[config.mk]
export PLATFORM = sky130hd
export DESIGN_NAME = date_time_set_editor_unit
export DESIGN_NICKNAME = d
export VERILOG_FILES = /design/src/hw/rtl/dtse_pkg.sv /design/src/hw/rtl/dtse_step.sv /design/src/hw/rtl/date_time_set_editor_unit.sv
export VERILOG_INCLUDE_DIRS = /design/src /design/src/hw/rtl
export SDC_FILE = /design/constraint.sdc
export NUM_CORES = 1
export LEC_CHECK = 0
export BUFFER_PORTS_ARGS = -buffer_cell sky130_fd_sc_hd__clkbuf_2
export CORE_UTILIZATION = 55
export DETAILED_ROUTE_END_ITERATION = 8
export HOLD_SLACK_MARGIN = 0.06
export PLACE_DENSITY = 0.91
export SLEW_MARGIN = 0
export SYNTH_ARGS = -nofsm -noshare
export SYNTH_HDL_FRONTEND = slang
export SYNTH_SLANG_ARGS = --single-unit
[constraint.sdc]
create_clock -name aclk -period 6.8 [get_ports aclk]
set_clock_uncertainty 0.2 [all_clocks]
set_input_delay 0.68 -clock aclk [delete_from_list [all_inputs] [get_ports aclk]]
set_output_delay 0.68 -clock aclk [all_outputs]
set_load 0.02 [all_outputs]
[src/hw/rtl/date_time_set_editor_unit_defines.svh]
// Assertion macros shared by the date and time editor RTL
`ifndef DATE_TIME_SET_EDITOR_UNIT_DEFINES_SVH
`define DATE_TIME_SET_EDITOR_UNIT_DEFINES_SVH

// same-cycle implication, disabled during reset
`define DTSE_ASSERT_IMP(label, clk, rstn, ante, cons) \
    label: assert property (@(posedge clk) disable iff (!(rstn)) (ante) |-> (cons)) \
        else $error("dtse assertion failed");

// next-cycle implication, disabled during reset
`define DTSE_ASSERT_NXT(label, clk, rstn, ante, cons) \
    label: assert property (@(posedge clk) disable iff (!(rstn)) (ante) |=> (cons)) \
        else $error("dtse assertion failed");

`endif

[src/hw/rtl/dtse_pkg.sv]
// Types, constants and field helpers for the date and time editor
`timescale 1ns / 1ps

package dtse_pkg;

    typedef enum logic [1:0] {
        MODE_LOAD = 2'd0,
        MODE_INC  = 2'd1,
        MODE_DEC  = 2'd2,
        MODE_SET  = 2'd3
    } mode_t;

    typedef enum logic [2:0] {
        POS_IDLE    = 3'd0,
        POS_YEAR    = 3'd1,
        POS_MONTH   = 3'd2,
        POS_DAY     = 3'd3,
        POS_HOUR    = 3'd4,
        POS_MINUTE  = 3'd5,
        POS_WEEKDAY = 3'd6
    } pos_t;

    typedef struct packed {
        logic [2:0] weekday;
        logic [5:0] second;
        logic [5:0] minute;
        logic [4:0] hour;
        logic [4:0] day;
        logic [3:0] month;
        logic [6:0] year;
    } fields_t;

    typedef struct packed {
        fields_t fields;
        pos_t    pos;
    } state_t;

    localparam logic [6:0] YEAR_MAX    = 7'd99;
    localparam logic [6:0] MONTH_MIN   = 7'd1;
    localparam logic [6:0] MONTH_MAX   = 7'd12;
    localparam logic [6:0] DAY_MIN     = 7'd1;
    localparam logic [6:0] HOUR_MAX    = 7'd23;
    localparam logic [6:0] MINUTE_MAX  = 7'd59;
    localparam logic [6:0] WEEKDAY_MIN = 7'd1;
    localparam logic [6:0] WEEKDAY_MAX = 7'd7;
    localparam logic [6:0] FIELD_ZERO  = 7'd0;

    localparam logic [3:0] MONTH_FEB = 4'd2;
    localparam logic [3:0] MONTH_APR = 4'd4;
    localparam logic [3:0] MONTH_JUN = 4'd6;
    localparam logic [3:0] MONTH_SEP = 4'd9;
    localparam logic [3:0] MONTH_NOV = 4'd11;

    // leap rule: any year divisible by 4; unknown months count as 31 days
    function automatic logic [6:0] month_days(logic [3:0] month, logic [6:0] year);
        logic [6:0] days;
        if (month == MONTH_FEB) begin
            days = (year[1:0] == 2'b00) ? 7'd29 : 7'd28;
        end else if (month == MONTH_APR || month == MONTH_JUN ||
                     month == MONTH_SEP || month == MONTH_NOV) begin
            days = 7'd30;
        end else begin
            days = 7'd31;
        end
        return days;
    endfunction

    // INC/DEC wrap, SET clamps to hi; load leaves the value alone
    function automatic logic [6:0] field_step(mode_t mode, logic [6:0] v,
                                              logic [6:0] lo, logic [6:0] hi);
        logic [7:0] v_inc;
        logic [6:0] v_dec;
        logic [6:0] res;
        v_inc = {1'b0, v} + 8'd1;
        v_dec = v - 7'd1;
        res   = v;
        unique case (mode)
            MODE_INC: begin
                res = (v_inc > {1'b0, hi}) ? lo : v_inc[6:0];
            end
            MODE_DEC: begin
                res = (v == FIELD_ZERO || v_dec < lo) ? hi : v_dec;
            end
            MODE_SET: begin
                res = (v > hi) ? hi : v;
            end
            MODE_LOAD: begin
                res = v;
            end
        endcase
        return res;
    endfunction

endpackage

[src/hw/rtl/dtse_step.sv]
// Next-state logic of the editor for one event
`timescale 1ns / 1ps

module dtse_step (
    input  dtse_pkg::state_t  cur,
    input  dtse_pkg::mode_t   mode,
    input  dtse_pkg::fields_t load,
    output dtse_pkg::state_t  nxt,
    output logic              commit
);

    logic [6:0] fval;
    logic [6:0] lo;
    logic [6:0] hi;
    logic [6:0] fnew;

    // select the field under edit and its limits
    always_comb begin
        fval = dtse_pkg::FIELD_ZERO;
        lo   = dtse_pkg::FIELD_ZERO;
        hi   = dtse_pkg::FIELD_ZERO;
        unique case (cur.pos)
            dtse_pkg::POS_YEAR: begin
                fval = cur.fields.year;
                hi   = dtse_pkg::YEAR_MAX;
            end
            dtse_pkg::POS_MONTH: begin
                fval = {3'd0, cur.fields.month};
                lo   = dtse_pkg::MONTH_MIN;
                hi   = dtse_pkg::MONTH_MAX;
            end
            dtse_pkg::POS_DAY: begin
                fval = {2'd0, cur.fields.day};
                lo   = dtse_pkg::DAY_MIN;
                hi   = dtse_pkg::month_days(cur.fields.month, cur.fields.year);
            end
            dtse_pkg::POS_HOUR: begin
                fval = {2'd0, cur.fields.hour};
                hi   = dtse_pkg::HOUR_MAX;
            end
            dtse_pkg::POS_MINUTE: begin
                fval = {1'd0, cur.fields.minute};
                hi   = dtse_pkg::MINUTE_MAX;
            end
            dtse_pkg::POS_WEEKDAY: begin
                fval = {4'd0, cur.fields.weekday};
                lo   = dtse_pkg::WEEKDAY_MIN;
                hi   = dtse_pkg::WEEKDAY_MAX;
            end
            default: begin
                fval = dtse_pkg::FIELD_ZERO;
            end
        endcase
    end

    assign fnew = dtse_pkg::field_step(mode, fval, lo, hi);

    always_comb begin
        nxt    = cur;
        commit = 1'b0;
        if (cur.pos == dtse_pkg::POS_IDLE) begin
            if (mode == dtse_pkg::MODE_LOAD) begin
                nxt.fields = load;
            end else if (mode == dtse_pkg::MODE_SET) begin
                nxt.pos           = dtse_pkg::POS_YEAR;
                nxt.fields.second = 6'd0;
            end
        end else begin
            unique case (cur.pos)
                dtse_pkg::POS_YEAR:    nxt.fields.year    = fnew;
                dtse_pkg::POS_MONTH:   nxt.fields.month   = fnew[3:0];
                dtse_pkg::POS_DAY:     nxt.fields.day     = fnew[4:0];
                dtse_pkg::POS_HOUR:    nxt.fields.hour    = fnew[4:0];
                dtse_pkg::POS_MINUTE:  nxt.fields.minute  = fnew[5:0];
                dtse_pkg::POS_WEEKDAY: nxt.fields.weekday = fnew[2:0];
                default:               nxt.pos            = dtse_pkg::POS_IDLE;
            endcase
            if (mode == dtse_pkg::MODE_SET) begin
                unique case (cur.pos)
                    dtse_pkg::POS_YEAR:   nxt.pos = dtse_pkg::POS_MONTH;
                    dtse_pkg::POS_MONTH:  nxt.pos = dtse_pkg::POS_DAY;
                    dtse_pkg::POS_DAY:    nxt.pos = dtse_pkg::POS_HOUR;
                    dtse_pkg::POS_HOUR:   nxt.pos = dtse_pkg::POS_MINUTE;
                    dtse_pkg::POS_MINUTE: nxt.pos = dtse_pkg::POS_WEEKDAY;
                    dtse_pkg::POS_WEEKDAY: begin
                        nxt.pos           = dtse_pkg::POS_IDLE;
                        nxt.fields.second = 6'd0;
                        commit            = 1'b1;
                    end
                    default: nxt.pos = dtse_pkg::POS_IDLE;
                endcase
            end
        end
    end

endmodule

[src/hw/rtl/date_time_set_editor_unit.sv]
// Top level of the button-driven date and time editor
`timescale 1ns / 1ps
`include "date_time_set_editor_unit_defines.svh"

// Takes one event item per clock: a load of the clock's date and time or an
// INC, DEC or SET press, given by s_tuser. Each item updates the editor
// state in the cycle it is accepted and yields one result item, the state
// after the event plus a commit flag, from a single output register in the next
// cycle. Throughput is one item per cycle; s_tready drops only while
// that output register is full and m_tready is low.
module date_time_set_editor_unit (
    input  logic        aclk,
    input  logic        aresetn,
    input  logic        s_tvalid,
    output logic        s_tready,
    // year[6:0] month[10:7] day[15:11] hour[20:16] minute[26:21]
    // second[32:27] weekday[35:33], zero pad[39:36]
    input  logic [39:0] s_tdata,
    // mode[1:0]
    input  logic [1:0]  s_tuser,
    output logic        m_tvalid,
    input  logic        m_tready,
    // edit_field[2:0] year_out[9:3] month_out[13:10] day_out[18:14]
    // hour_out[23:19] minute_out[29:24] second_out[35:30] weekday_out[38:36]
    // commit[39]
    output logic [39:0] m_tdata
);

    dtse_pkg::state_t  state_reg;
    dtse_pkg::state_t  state_next;
    dtse_pkg::fields_t load;
    dtse_pkg::mode_t   mode;
    logic              commit;
    logic              in_fire;
    logic              m_tvalid_reg;
    logic [39:0]       m_data_reg;

    assign s_tready = !m_tvalid_reg || m_tready;
    assign in_fire  = s_tvalid && s_tready;

    assign mode         = dtse_pkg::mode_t'(s_tuser);
    assign load.year    = s_tdata[6:0];
    assign load.month   = s_tdata[10:7];
    assign load.day     = s_tdata[15:11];
    assign load.hour    = s_tdata[20:16];
    assign load.minute  = s_tdata[26:21];
    assign load.second  = s_tdata[32:27];
    assign load.weekday = s_tdata[35:33];

    dtse_step u_step (
        .cur    (state_reg),
        .mode   (mode),
        .load   (load),
        .nxt    (state_next),
        .commit (commit)
    );

    always_ff @(posedge aclk) begin
        if (!aresetn) begin
            state_reg    <= '0;
            m_tvalid_reg <= 1'b0;
        end else begin
            if (in_fire) begin
                state_reg    <= state_next;
                m_tvalid_reg <= 1'b1;
            end else if (m_tready) begin
                m_tvalid_reg <= 1'b0;
            end
        end
    end

    always_ff @(posedge aclk) begin
        if (in_fire) begin
            m_data_reg <= {commit,
                           state_next.fields.weekday,
                           state_next.fields.second,
                           state_next.fields.minute,
                           state_next.fields.hour,
                           state_next.fields.day,
                           state_next.fields.month,
                           state_next.fields.year,
                           state_next.pos};
        end
    end

    assign m_tvalid = m_tvalid_reg;
    assign m_tdata  = m_data_reg;

    // a pending result always mirrors the current state
    `DTSE_ASSERT_IMP(a_out_mirrors_state, aclk, aresetn, m_tvalid_reg,
        (m_data_reg[38:0] == {state_reg.fields, state_reg.pos}))
    // commit only comes with the editor back at idle and seconds cleared
    `DTSE_ASSERT_IMP(a_commit_idle, aclk, aresetn, m_tvalid_reg && m_data_reg[39],
        m_data_reg[2:0] == dtse_pkg::POS_IDLE && m_data_reg[35:30] == 6'd0)
    // SET while idle opens the year field with seconds zeroed
    `DTSE_ASSERT_NXT(a_set_starts, aclk, aresetn,
        in_fire && state_reg.pos == dtse_pkg::POS_IDLE && mode == dtse_pkg::MODE_SET,
        state_reg.pos == dtse_pkg::POS_YEAR && state_reg.fields.second == 6'd0)
    // a load during editing leaves the stored date and time alone
    `DTSE_ASSERT_NXT(a_load_ignored, aclk, aresetn,
        in_fire && state_reg.pos != dtse_pkg::POS_IDLE && mode == dtse_pkg::MODE_LOAD,
        $stable(state_reg))

endmodule

==> flow_summary.toml, run 1 <==
[timing]
maxSlewViolCount = 0
max_freq_mhz = 177
hold_violations = 0
slew_headroom_pct = 28.6
setup_viol = 0
finalSetupTns_ns = 0
finalCriticalPeriod_ns = 5.65
rsz0062_at_grt = "false"
max_slew.worst_pin.slew_ns = 1.06
finalCritPeriodShare_pct = 83.1

[synth]
yosysSeqAreaShare_pct = 39.8
async_flop_share_pct = 0
synth_top_cell_area_share_pct = 23.9
yosys_warnings = 0
synth.distinct_cells = 75
syn-num-nets = 617
synth_seq_cells = 80
synth_area_leader_cell = "edfxtp_1"
syn_inst = 555
ys.flop_type = "edfxtp_1"
syn_area_um2 = 5020
ys_top_cells_by_area = "edfxtp_1 (24%), dfxtp_1 (16%), a21oi_1 (5.2%)"
synth_edf_count = 40
syn_avg_cell_area_um2 = 9.05

[critical_path]
r2r_setup_slack_ns = 1.15
path_class = "register to register"
r2r_end = "m_tdata[4]"
crit_path_cell_trace = "buf_4 -> mux2_1 -> mux4_2 -> ha_1 -> nand3_1 -> xnor2_1 -> inv_1 -> ha_1 -> nand3_1 -> o21bai_1 -> a31oi_1 -> nor3b_1 -> buf_4 -> o41ai_4 -> o221ai_2 -> a21oi_1 -> a21oi_1"
required_ns = 6.67
crit_buf_inv = 3
crit_arrival_ns = 5.52
critical_path.top_delay_family = "compound AO/OA/AOI/OAI gates"
reg2reg_depth = 17
endpoint_kind = "register"
setup.worst_path.start_class = "register"
max_stage_delay_ns = 0.93
crit_slowest_cell = "dfxtp_1"
critPathMaxFanout = 25
r2r-start = "state_reg[2]"

[cts]
ctsResizeCount = 0
insertion_delay_ns = 0.36
cts_setup_buffers = 0
cts_tree = "built"
cts_made_buffers = 9
h-tree-depth = 3
cts_hold_buf = 0
clock-sinks = 80
clock-root-buffer = "clkbuf_8"
cts_max_path_buffers = 2
path_clk_slew_ns = 0.08

[final_layout]
register_area_um2 = 2000
areaGrowthSynthToFinish_pct = 13.3
diodes = 0
drive_gt1_share_pct = 21.0
layout_commonest_cell = "clkbuf_2"
nets = 687
multi_input_area_um2 = 2770
largest_reg_flops = 40
nFillCells = 709
mostFrequentLayoutCells = "clkbuf_2 (83), nand2_1 (60), a21oi_1 (52)"
final_util_pct = 65.0
final_area_um2 = 5700

[floorplan]
initial_core_util_pct = 57.3
dieWidth_um = 97.6
die_area_um2 = 9520
rows = 34
ios = 88
die_h_um = 97.6
core_area_um2 = 8760

[global_route]
grt_usage_pct = 32.3
grt_pass1_wl_mm = 24.2
grt_pass1_vias = 4648
grt_max_degree = 47
gr-total-overflow = 0
antenna_found_initial = 0

[routing]
viasPerCell = 6.75
firstDrtPassIters = 6
ant_nets = 0
num_vias = 4984
wl_per_cell_um = 20.6
drt-total-wl_mm = 15.2
drt_iter0_drc = 558
remaining_drc_errors = 0

[worst_hold_path]
min-delay-start = "state_reg[31]"
min_path_cells = 2
hold_path.class = "register to register"
hold_end = "state_reg[31]"

[status]
status = "completed"

[placed_design]
dpl.hpwl_mm = 10.9
gp_congestion = 0.988
port_buffers = 83
placed_area_um2 = 5480

[power]
ir_worst_vdd_v = 0.000101
power_density_nw_per_um2 = 237
power.leakage_uw = 0.00236

[run]
cap_violations = 0
[synth_stat cells, drive strengths merged, types with 9 or more instances]
cell type and number:
clkbuf 21, ha 16, a31oi 12, nand2 60, o21ai 32, a21oi 52
a21boi 9, nor2 53, dfxtp 40, o22ai 19, edfxtp 40, inv 21
o311a 11, nand3 11, buf 12, mux2i 16
[per-stage QoR]
stage                     setup slack (ns)  total power (µW)  std cells  hold WS, ns
after floorplan                       2.57               855        555        0.243
after global placement                1.47               950        722        0.255
after detailed placement              1.33               962        722        0.267
after CTS                             1.29              1340        738        0.276
after global routing                 0.841              1400        738        0.295
final                                 1.15              1350        738        0.279
[logic make-up after synthesis]
logic type      Yosys count  share of synthesized area (%)
compound gates          196                           26.7
simple gates            175                           17.3
flops                    80                           39.8
buf+inv                  56                           5.03
mux                      24                           5.75
fa+ha+maj                17                           4.18
xor+xnor                  7                           1.22
[worst max path at each step]
stage	from	endpoint	slack [ns]	cells after the start
5_1_grt	state_reg[2]	m_tdata[23]	0.84	16
3_3_place_gp	state_reg[2]	m_tdata[25]	1.47	16
3_5_place_dp	state_reg[2]	m_tdata[25]	1.33	16
2_1_floorplan	state_reg[1]	m_tdata[5]	2.57	15
4_1_cts	state_reg[2]	m_tdata[25]	1.29	16
6_report	state_reg[2]	m_tdata[4]	1.15	17
[power by group]
part / leakage, µW / switching, µW / internal, µW
clock: 0.000111 / 181 / 207
combinational: 0.00152 / 246 / 135
sequential: 0.000730 / 27.8 / 554
[worst register-to-register path, cell delays in order (launching register included)]
cell	delay, ns
dfxtp_1	0.93
buf_4	0.33
mux2_1	0.37
mux4_2	0.60
ha_1	0.28
nand3_1	0.08
xnor2_1	0.18
inv_1	0.08
ha_1	0.32
nand3_1	0.11
o21bai_1	0.17
a31oi_1	0.30
nor3b_1	0.09
buf_4	0.17
o41ai_4	0.08
o221ai_2	0.29
a21oi_1	0.59
a21oi_1	0.19
[area by class of cell]
cell class                      count  area share (%)
Clock buffer                        9            2.17
Sequential cell                    80            35.1
Tap cell                          108            2.37
Timing Repair Buffer               92            8.48
Inverter                           23            1.52
Clock inverter                      7            1.67
Multi-Input combinational cell    419            48.6
[metal layers]
metal  GRT usage (%)  vias up  wire [µm]  part of all wire (%)
li1                -     2248          -                     -
met1            43.4     2336       5940                    39
met2            50.0      342       7140                    47
met3            5.47       58       1500                   9.9
met4            16.4        0        600                   4.0
met5               0        -          0                     0
Note: power is estimated with default switching activity, not from simulation.
==> run 2: changes to the inputs <==
Settings changed: CORE_UTILIZATION 55 to 51, PLACE_DENSITY 0.91 to 0.89.
Clock period 6.8 ns to 4.8 ns, I/O delays scaled along.
==> run 2 against run 1 <==
Final cell count is 8.1% higher. Global-route usage is 0.48 points lower. Critical path type unchanged. Sequential cell count stayed put.
==> flow_summary.toml, run 2 (synthesized netlist as in run 1, its figures left out) <==
[status]
status = "completed"

[routing]
drt_iter0_drc = 460
viasPerCell = 6.36
num_vias = 5078
firstDrtPassIters = 5
wl_per_cell_um = 20.1
ant_nets = 0
drt-total-wl_mm = 16.1
remaining_drc_errors = 0

[cts]
cts_setup_buffers = 0
cts_hold_buf = 0
ctsResizeCount = 1
clock-sinks = 80
h-tree-depth = 3
cts_max_path_buffers = 2
cts_tree = "built"
path_clk_slew_ns = 0.09
clock-root-buffer = "clkbuf_8"
insertion_delay_ns = 0.35
cts_made_buffers = 9

[critical_path]
max_stage_delay_ns = 0.46
setup.worst_path.start_class = "register"
required_ns = 4.77
critical_path.top_delay_family = "compound AO/OA/AOI/OAI gates"
crit_path_cell_trace = "buf_4 -> and3b_1 -> a22o_1 -> o211ai_1 -> or3_1 -> xor2_1 -> inv_1 -> ha_1 -> a2111oi_0 -> a31oi_1 -> nor3b_1 -> buf_4 -> o41ai_4 -> o221ai_1 -> nor2_2 -> a21oi_1"
endpoint_kind = "register"
crit_arrival_ns = 4.61
crit_buf_inv = 3
critPathMaxFanout = 14
crit_slowest_cell = "dfxtp_4"
path_class = "register to register"
cp_common_cell = "buf_4"

[global_route]
antenna_found_initial = 0
grt_pass1_vias = 4752
grt_max_degree = 44
grt_usage_pct = 31.8
grt_pass1_wl_mm = 24.6
gr-total-overflow = 0

[timing]
max_freq_mhz = 216
rsz0062_at_grt = "false"
finalCritPeriodShare_pct = 96.6
slew_headroom_pct = 32.6
setup_viol = 0
finalCriticalPeriod_ns = 4.64
holdWs_ns = 0.172
maxSlewViolCount = 0
postLayoutSetupSlackWorst_ns = 0.165
hold_violations = 0
max_slew.worst_pin.slew_ns = 1.01

[final_layout]
areaGrowthSynthToFinish_pct = 19.9
final_area_um2 = 6020
nets = 726
drive_gt1_share_pct = 26.3
diodes = 0
final_util_pct = 64.3
layout_commonest_cell = "clkbuf_2"
mostFrequentLayoutCells = "clkbuf_2 (83), nand2_1 (60), a21oi_1 (51)"
largest_reg_flops = 40

[floorplan]
core_area_um2 = 9370
ios = 88
die_h_um = 101
die_area_um2 = 10300
initial_core_util_pct = 53.6
rows = 35
dieWidth_um = 101

[run]
cap_violations = 0

[power]
ir_worst_vdd_v = 0.000180
power_density_nw_per_um2 = 320
power.leakage_uw = 0.00255

[worst_hold_path]
hold_path.class = "input port to register"

[placed_design]
gp_congestion = 0.985
dpl.hpwl_mm = 12.0
place_ws_ns = -0.0119
placed_area_um2 = 5810
port_buffers = 83
==> run 2: worst paths after layout <==
| path | start | to | slack (ns) | depth (start not counted) |
|---|---|---|---|---|
| hold reg to reg | state_reg[31] | state_reg[31] | 0.28 | 2 |
| hold / removal | s_tvalid | m_tvalid | 0.17 | 3 |
| setup reg to reg | state_reg[2] | m_tdata[23] | 0.16 | 16 |
| setup / recovery | state_reg[2] | m_tdata[23] | 0.16 | 16 |
==> run 2: power breakdown <==
part	total, µW	switching (µW)	internal (µW)
sequential	825	40.1	785
clock	501	261	240
combinational	602	366	236
==> run 2: cell type report <==
type,count,area (µm²)
fillers,843,3350
multi-input cells,419,2790
flip-flops and latches,80,2010
repair buffers,131,788
well taps,129,161
clock buffers,9,124
inverters,23,86.3
clock inverters,7,70.1
==> run 2: metal layers <==
layer,routed length (µm),vias to the layer above,GRT usage [%]
met5,0,-,0
met4,759,0,17.4
met3,1370,61,5.45
met2,7320,311,50.4
met1,6620,2392,41.5
li1,-,2314,-
==> run 2: worst register-to-register path, cell delays in order (launching register included) <==
cell and delay (ns):
dfxtp_4 0.46, buf_4 0.22, and3b_1 0.30, a22o_1 0.35
o211ai_1 0.16, or3_1 0.37, xor2_1 0.21, inv_1 0.07
ha_1 0.21, a2111oi_0 0.46, a31oi_1 0.22, nor3b_1 0.23
buf_4 0.17, o41ai_4 0.12, o221ai_1 0.34, nor2_2 0.15
a21oi_1 0.24
==> run 2: metrics by stage <==
step	setup TNS [ns]	total power (µW)	std cells
floorplan	0	1210	555
global placement	0	1400	782
detailed placement	-0.0119	1420	782
CTS	0	1910	798
global route	0	2010	798
finish	0	1930	798
